### src/design/word_tokenizer_fnv1a_hasher_assert.svh
// Assertion macros for the word tokenizer and FNV-1a hasher.
// Used by the top level and wtf_word_core; they expect clk and rst in scope.
`ifndef WORD_TOKENIZER_FNV1A_HASHER_ASSERT_SVH
`define WORD_TOKENIZER_FNV1A_HASHER_ASSERT_SVH

// Same-cycle implication, checked outside reset.
`define WTF_ASSERT_IMPL(label, ante, cons, msg) \
  label: assert property (@(posedge clk) disable iff (rst) (ante) |-> (cons)) \
    else $error(msg);

// Next-cycle implication, checked outside reset.
`define WTF_ASSERT_NEXT(label, ante, cons, msg) \
  label: assert property (@(posedge clk) disable iff (rst) (ante) |=> (cons)) \
    else $error(msg);

`endif

### src/design/wtf_pkg.sv
// Shared types and constants for the word tokenizer and FNV-1a hasher.
// No dependencies; imported by every module of the block.
`timescale 1ns / 1ps

package wtf_pkg;

  localparam int HASH_W = 64;
  localparam int LEN_W  = 16;
  localparam int BYTE_W = 8;

  localparam logic [HASH_W-1:0] FNV_BASIS    = 64'hCBF2_9CE4_8422_2325;
  localparam logic [LEN_W-1:0]  LENGTH_LIMIT = 16'd65535;

  localparam logic [BYTE_W-1:0] CH_UPPER_A = 8'h41;
  localparam logic [BYTE_W-1:0] CH_UPPER_Z = 8'h5A;
  localparam logic [BYTE_W-1:0] CH_LOWER_A = 8'h61;
  localparam logic [BYTE_W-1:0] CH_LOWER_Z = 8'h7A;
  localparam logic [BYTE_W-1:0] CH_APOS    = 8'h27;
  localparam logic [BYTE_W-1:0] CASE_DELTA = 8'h20;

  typedef struct packed {
    logic              emit;
    logic [HASH_W-1:0] hash;
    logic [LEN_W-1:0]  length;
  } word_result_t;

  // Folds A-Z to lowercase; every other byte passes unchanged.
  function automatic logic [BYTE_W-1:0] fold_case(input logic [BYTE_W-1:0] b);
    logic [BYTE_W-1:0] r;
    r = b;
    if (b >= CH_UPPER_A && b <= CH_UPPER_Z) begin
      r = b + CASE_DELTA;
    end
    return r;
  endfunction

endpackage

### src/design/word_tokenizer_fnv1a_hasher.sv
// Top level of the word tokenizer with 64-bit FNV-1a word hashing.
// Depends on wtf_pkg, wtf_word_core and the assertion macro header.
`timescale 1ns / 1ps
`include "word_tokenizer_fnv1a_hasher_assert.svh"

// The block takes one text byte per transfer on the slave stream and
// returns one word per finished text word on the master stream: the FNV-1a
// 64 hash of the lowercased word bytes and its length, saturating at 65535.
// A word starts on a letter and runs through letters and apostrophes;
// s_tlast marks the last byte of a passage and closes any open word. It
// accepts one byte every clock cycle while s_tready is high. A byte is held
// in the input register, and the combinational hash update (xor plus
// shift-add multiply by the prime) then loads the result register, which
// drives the master stream. s_tready drops only while the input register is
// full and the result register holds a word that m_tready has not yet taken.
module word_tokenizer_fnv1a_hasher
  import wtf_pkg::*;
(
  input  logic                    clk,
  input  logic                    rst,
  input  logic                    s_tvalid,
  output logic                    s_tready,
  input  logic [BYTE_W-1:0]       s_tdata,   // [7:0] text_byte
  input  logic                    s_tlast,   // passage_end
  output logic                    m_tvalid,
  input  logic                    m_tready,
  output logic [HASH_W+LEN_W-1:0] m_tdata    // [63:0] word_hash, [79:64] word_length
);

  logic              in_valid;
  logic [BYTE_W-1:0] in_byte;
  logic              in_last;
  logic              step;
  word_result_t      res;
  logic              out_valid;
  logic [HASH_W-1:0] out_hash;
  logic [LEN_W-1:0]  out_len;

  assign step     = in_valid && (!out_valid || m_tready);
  assign s_tready = !in_valid || step;

  always_ff @(posedge clk) begin
    if (rst) begin
      in_valid <= 1'b0;
    end else if (s_tvalid && s_tready) begin
      in_valid <= 1'b1;
    end else if (step) begin
      in_valid <= 1'b0;
    end
  end

  always_ff @(posedge clk) begin
    if (s_tvalid && s_tready) begin
      in_byte <= s_tdata;
      in_last <= s_tlast;
    end
  end

  wtf_word_core u_core (
    .clk       (clk),
    .rst       (rst),
    .step      (step),
    .text_byte (in_byte),
    .last      (in_last),
    .res       (res)
  );

  always_ff @(posedge clk) begin
    if (rst) begin
      out_valid <= 1'b0;
    end else if (step) begin
      out_valid <= res.emit;
    end else if (m_tready) begin
      out_valid <= 1'b0;
    end
  end

  always_ff @(posedge clk) begin
    if (step && res.emit) begin
      out_hash <= res.hash;
      out_len  <= res.length;
    end
  end

  assign m_tvalid = out_valid;
  assign m_tdata  = {out_len, out_hash};

  `WTF_ASSERT_IMPL(a_len_nonzero, m_tvalid, m_tdata[HASH_W+LEN_W-1:HASH_W] != '0,
                   "word of zero length")
  `WTF_ASSERT_NEXT(a_emit_lands, step && res.emit, m_tvalid, "emitted word not presented")
  `WTF_ASSERT_NEXT(a_byte_kept, in_valid && !step, in_valid, "stalled byte dropped")

endmodule

### src/design/wtf_fnv_step.sv
// One FNV-1a round: xor in a byte, multiply by the 64-bit FNV prime.
// Depends on wtf_pkg for widths.
`timescale 1ns / 1ps

module wtf_fnv_step
  import wtf_pkg::*;
(
  input  logic [HASH_W-1:0] hash_in,
  input  logic [BYTE_W-1:0] ch,
  output logic [HASH_W-1:0] hash_out
);

  logic [HASH_W-1:0] x;

  assign x = hash_in ^ {{(HASH_W-BYTE_W){1'b0}}, ch};

  // The prime is 2^40 + 0x1b3, so the product modulo 2^64 is a sparse
  // sum of shifted copies: bits 40, 8, 7, 5, 4, 1 and 0.
  assign hash_out = (x << 40) + (x << 8) + (x << 7) + (x << 5)
                  + (x << 4) + (x << 1) + x;

endmodule

### src/design/wtf_word_core.sv
// Word state (running hash, length, in-word flag) and the per-byte step.
// Depends on wtf_pkg, wtf_fnv_step and the assertion macro header.
`timescale 1ns / 1ps
`include "word_tokenizer_fnv1a_hasher_assert.svh"

module wtf_word_core
  import wtf_pkg::*;
(
  input  logic              clk,
  input  logic              rst,
  input  logic              step,
  input  logic [BYTE_W-1:0] text_byte,
  input  logic              last,
  output word_result_t      res
);

  logic [HASH_W-1:0] hash_accum;
  logic [LEN_W-1:0]  length_count;
  logic              inside_word;

  logic [BYTE_W-1:0] ch;
  logic              letter;
  logic              word_byte;
  logic [HASH_W-1:0] hash_upd;
  logic [HASH_W-1:0] hash_next;
  logic [LEN_W-1:0]  length_next;
  logic              inside_next;

  assign ch        = fold_case(text_byte);
  assign letter    = (ch >= CH_LOWER_A) && (ch <= CH_LOWER_Z);
  // An apostrophe only continues a word that is already open.
  assign word_byte = letter || (inside_word && ch == CH_APOS);

  wtf_fnv_step u_fnv (
    .hash_in  (hash_accum),
    .ch       (ch),
    .hash_out (hash_upd)
  );

  always_comb begin
    hash_next   = hash_accum;
    length_next = length_count;
    inside_next = inside_word;
    if (word_byte) begin
      hash_next   = hash_upd;
      inside_next = 1'b1;
      if (length_count < LENGTH_LIMIT) begin
        length_next = length_count + 1'b1;
      end
    end
  end

  assign res.emit   = inside_next && (!word_byte || last);
  assign res.hash   = hash_next;
  assign res.length = length_next;

  always_ff @(posedge clk) begin
    if (rst) begin
      hash_accum   <= FNV_BASIS;
      length_count <= '0;
      inside_word  <= 1'b0;
    end else if (step) begin
      if (res.emit || last) begin
        hash_accum   <= FNV_BASIS;
        length_count <= '0;
        inside_word  <= 1'b0;
      end else begin
        hash_accum   <= hash_next;
        length_count <= length_next;
        inside_word  <= inside_next;
      end
    end
  end

  `WTF_ASSERT_IMPL(a_len_in_range, 1'b1, length_count <= LENGTH_LIMIT, "length above limit")
  `WTF_ASSERT_IMPL(a_idle_is_clear, !inside_word,
                   length_count == '0 && hash_accum == FNV_BASIS, "stale state outside word")
  `WTF_ASSERT_NEXT(a_last_closes, step && last, !inside_word, "word open after last byte")

endmodule
### config.mk
export PLATFORM = sky130hd
export DESIGN_NAME = word_tokenizer_fnv1a_hasher
export DESIGN_NICKNAME = d
export VERILOG_FILES = /design/src/design/wtf_pkg.sv /design/src/design/word_tokenizer_fnv1a_hasher.sv /design/src/design/wtf_fnv_step.sv /design/src/design/wtf_word_core.sv
export VERILOG_INCLUDE_DIRS = /design/src /design/src/design
export SDC_FILE = /design/constraint.sdc
export NUM_CORES = 1
export LEC_CHECK = 0
export BUFFER_PORTS_ARGS = -buffer_cell sky130_fd_sc_hd__clkbuf_2
export CORE_MARGIN = 2
export CORE_UTILIZATION = 30
export DETAILED_ROUTE_END_ITERATION = 10
export HOLD_SLACK_MARGIN = 0.12
export SLEW_MARGIN = 10
export SYNTH_ARGS = -nofsm -noshare
export SYNTH_HDL_FRONTEND = slang
export SYNTH_SLANG_ARGS = --single-unit
### constraint.sdc
create_clock -name clk -period 10.3 [get_ports clk]
set_input_delay 2.06 -clock clk [delete_from_list [all_inputs] [get_ports clk]]
set_output_delay 2.06 -clock clk [all_outputs]
set_load 0.01 [all_outputs]
==> qor.txt <==
Worst slew pin tran -> 1.20 ns
Post-synthesis cell type count -> 68
Final Hold Viols -> 0
CTS Buffer Depth -> 2
CP delay by family, top -> compound AO/OA/AOI/OAI gates
Routed WL -> 44,400 microns
Layout cells sized above 1 -> 8.93%
Synth area leaders -> fa_1 (30%), edfxtp_1 (16%), dfxtp_1 (10%), ha_1 (8.5%), inv_1 (4.3%)
Detail Placement HPWL -> 35,000 microns
Die Footprint -> 0.0563 sq mm
Pwr/cell area -> 289 mW/mm^2
Die width -> 237 microns
Worst hold-check path type -> register to register
Critical Setup Path Class -> register to register
GRT overflow -> 0
# diodes -> 0
Max-Cap Viols -> 0
Finished Cell Area -> 0.0181 sq mm
Vias per cell -> 5.04
Worst Hold Depth -> 2
Initial antenna violation count -> 3
DRT iter0 DRCs -> 863
CP arrival -> 7.62 ns
Sequential area share after synthesis -> 26.5%
Synth Instances -> 1,596
Setup Skew -> 0.0176 ns
Crit path time final -> 7.41 ns
Async SR Flop Fraction -> 0%
Reg-to-reg startpoint -> in_byte[1]$_DFFE_PP_
Synth top area share -> 29.9%
Clock sink count -> 172
Port Buffer Count -> 94
Number of synthesized flops with an enable pin -> 89
GRT Total Usage -> 16.6%
NumNets Final -> 2,035
Net Count, Synth -> 1,964
Layout area overhead -> 10.7%
Yosys Warn Count -> 0
Post-place instance area -> 0.0176 sq mm
Row cnt -> 85
Crit path capture type -> register
Most frequently used flop master after synthesis -> edfxtp_1
# hold bufs at CTS -> 0
Number of global-route vias before repair -> 12,395
Register bit total from synthesis -> 172
DIE HEIGHT -> 237 microns
Largest net degree at the start of global routing -> 64
H-tree Lvls -> 4
Drt pass-1 iters -> 5
Leakage -> 0.00776 uW
Slowest library cell on the worst path -> xnor2_1
Post CTS Setup Buffer Count -> 0
Root Driver -> clkbuf_16
Worst path max stage delay -> 0.70 ns
Place WS -> 2.99 ns
Critical Path Start Type -> register
Avg Synthesized Cell Area -> 10.2 sq um
Cts repair resizes -> 0
Outcome -> finished clean
Io pins -> 95
HP Start -> u_core.length_count[10]$_SDFFE_PP0P_
# DRC -> 0
Routed via count -> 11,970
Crit-path cells -> or4_1, o221ai_2, o41ai_1, xnor2_1, inv_1, xnor2_1, ha_1, a21oi_1, fa_1, fa_1, inv_1, ha_1, ha_1, nand4_1, nor4_1, o21ai_0, a21oi_1, a21oi_1, a311oi_1, o21ba_2, a41oi_1, nand4_1, o311ai_0
Req. time, crit path -> 10.51 ns
Skew-Pair Late Insertion Delay -> 0.50 ns
Critical path fanouts, max -> 8
Fin. max-slew vios -> 0
CTS tree -> done
Post-DRT Antenna Nets -> 0
RSZ-0062 raised after global routing -> no
Clock Pin Slew Worst Setup and Hold Paths -> 0.07 ns
Synthesized cell area -> 0.0163 sq mm
Total negative setup slack -> 0 ns
CORE AREA -> 0.0538 sq mm
GPL Wtd Cong -> 0.926
CTS buffer count -> 17
Peak supply drop -> 0.000240 V
R2R depth -> 23
Crit path from -> in_byte[1]$_DFFE_PP_
First-pass GRT wire length -> 70,600 microns
Final worst slack -> 2.89 ns
Cell taking the most area after synthesis -> fa_1
Starting Density -> 30.4%
Fmax -> 0.135 GHz
DR WL/cell -> 18.7 microns
Crit path depth -> 23
Final worst-path cycle share -> 71.9%
Max_slew headroom -> 19.6%
Final setup viols -> 0
WP buf/inv -> 2
## per-layer routing
layer	vias to the layer above	track usage, %	share of wire, %
met4	0	7.70	4.0
met3	88	4.03	6.4
met1	5973	22.1	45
met2	345	25.4	44
met5	-	0	0
li1	5564	-	-
## power breakdown
part | leakage, uW | switching (uW) | internal (uW)
Sequential | 0.00152 | 55.8 | 765
Clock | 0.000233 | 304 | 308
Combinational | 0.00601 | 2280 | 1510
Total | 0.00776 | 2640 | 2580
## metrics by stage
step	cells	utilization [%]	power [uW]	hold slack [ns]
after floorplan	1596	-	3710	0.440
after global routing	2376	33.6	5730	0.504
after global placement	2344	32.6	4540	0.456
final	2376	33.6	5230	0.482
after CTS	2376	33.6	5240	0.490
after detailed placement	2344	32.6	4580	0.478
## sequential cells by signal, indices dropped and copies added, names as in the netlist
register / cells
m_tvalid: 1
in_valid: 1
in_byte: 8
out_hash: 64
u_core.length_count: 16
out_len: 16
u_core.hash_accum: 64
u_core.inside_word: 1
in_last: 1
## cells by family after synthesis
kind of cell	count (synthesis)	synth area share, %
simple gates	371	10.4
compound gates	368	14.1
fa+ha+maj	355	38.4
buf+inv	236	5.54
flops	172	26.5
xor+xnor	91	4.88
mux	3	0.191
## cells in the mapped netlist, types with 7 or more instances
cell / number
inv_1: 186
o21ai_0: 91
a21oi_1: 114
nand2b_1: 13
o21a_1: 18
and2_1: 8
xor2_1: 39
nor3_1: 20
edfxtp_1: 89
clkbuf_1: 37
ha_1: 111
dfxtp_1: 83
nand3_1: 27
nand4_1: 19
a211oi_1: 7
xnor2_1: 52
a21o_1: 29
nor2_1: 83
o22ai_1: 10
fa_1: 244
o21bai_1: 15
nand2_1: 160
a22oi_1: 13
and3_1: 10
## final timing paths
| path | endpoint | slack [ns] |
|---|---|---|
| min reg2reg | u_core.length_count[10]$_SDFFE_PP0P_ | 0.48 |
| min | u_core.length_count[10]$_SDFFE_PP0P_ | 0.48 |
| max | out_hash[60]$_DFFE_PP_ | 2.89 |
| max reg2reg | out_hash[60]$_DFFE_PP_ | 2.89 |
## cell usage in the layout, fill, tap and decap left out, types with 28 or more instances in the layout
cell and count:
a21o_1 28, a21oi_1 113, clkbuf_2 94, dfxtp_1 83, edfxtp_1 89, fa_1 244
ha_1 111, inv_1 186, nand2_1 160, nor2_1 82, o21ai_0 91, xnor2_1 52
xor2_1 39
## final cells by class
class                      instances  area [sq um]
tap                              696           871
inverter                         186           698
sequential                       172          4330
multi-input combinational       1188         11100
clock buffer                      20           437
timing repair buffer             102           531
fill                            5448         35700
clock inverter                    12          91.3
## tightest hold or removal path, stage by stage (launching register included)
cell,delay (ns)
dfxtp_1,0.32
nand2_1,0.05
o21ai_0,0.06
Note: power is estimated with default switching activity, not from simulation.
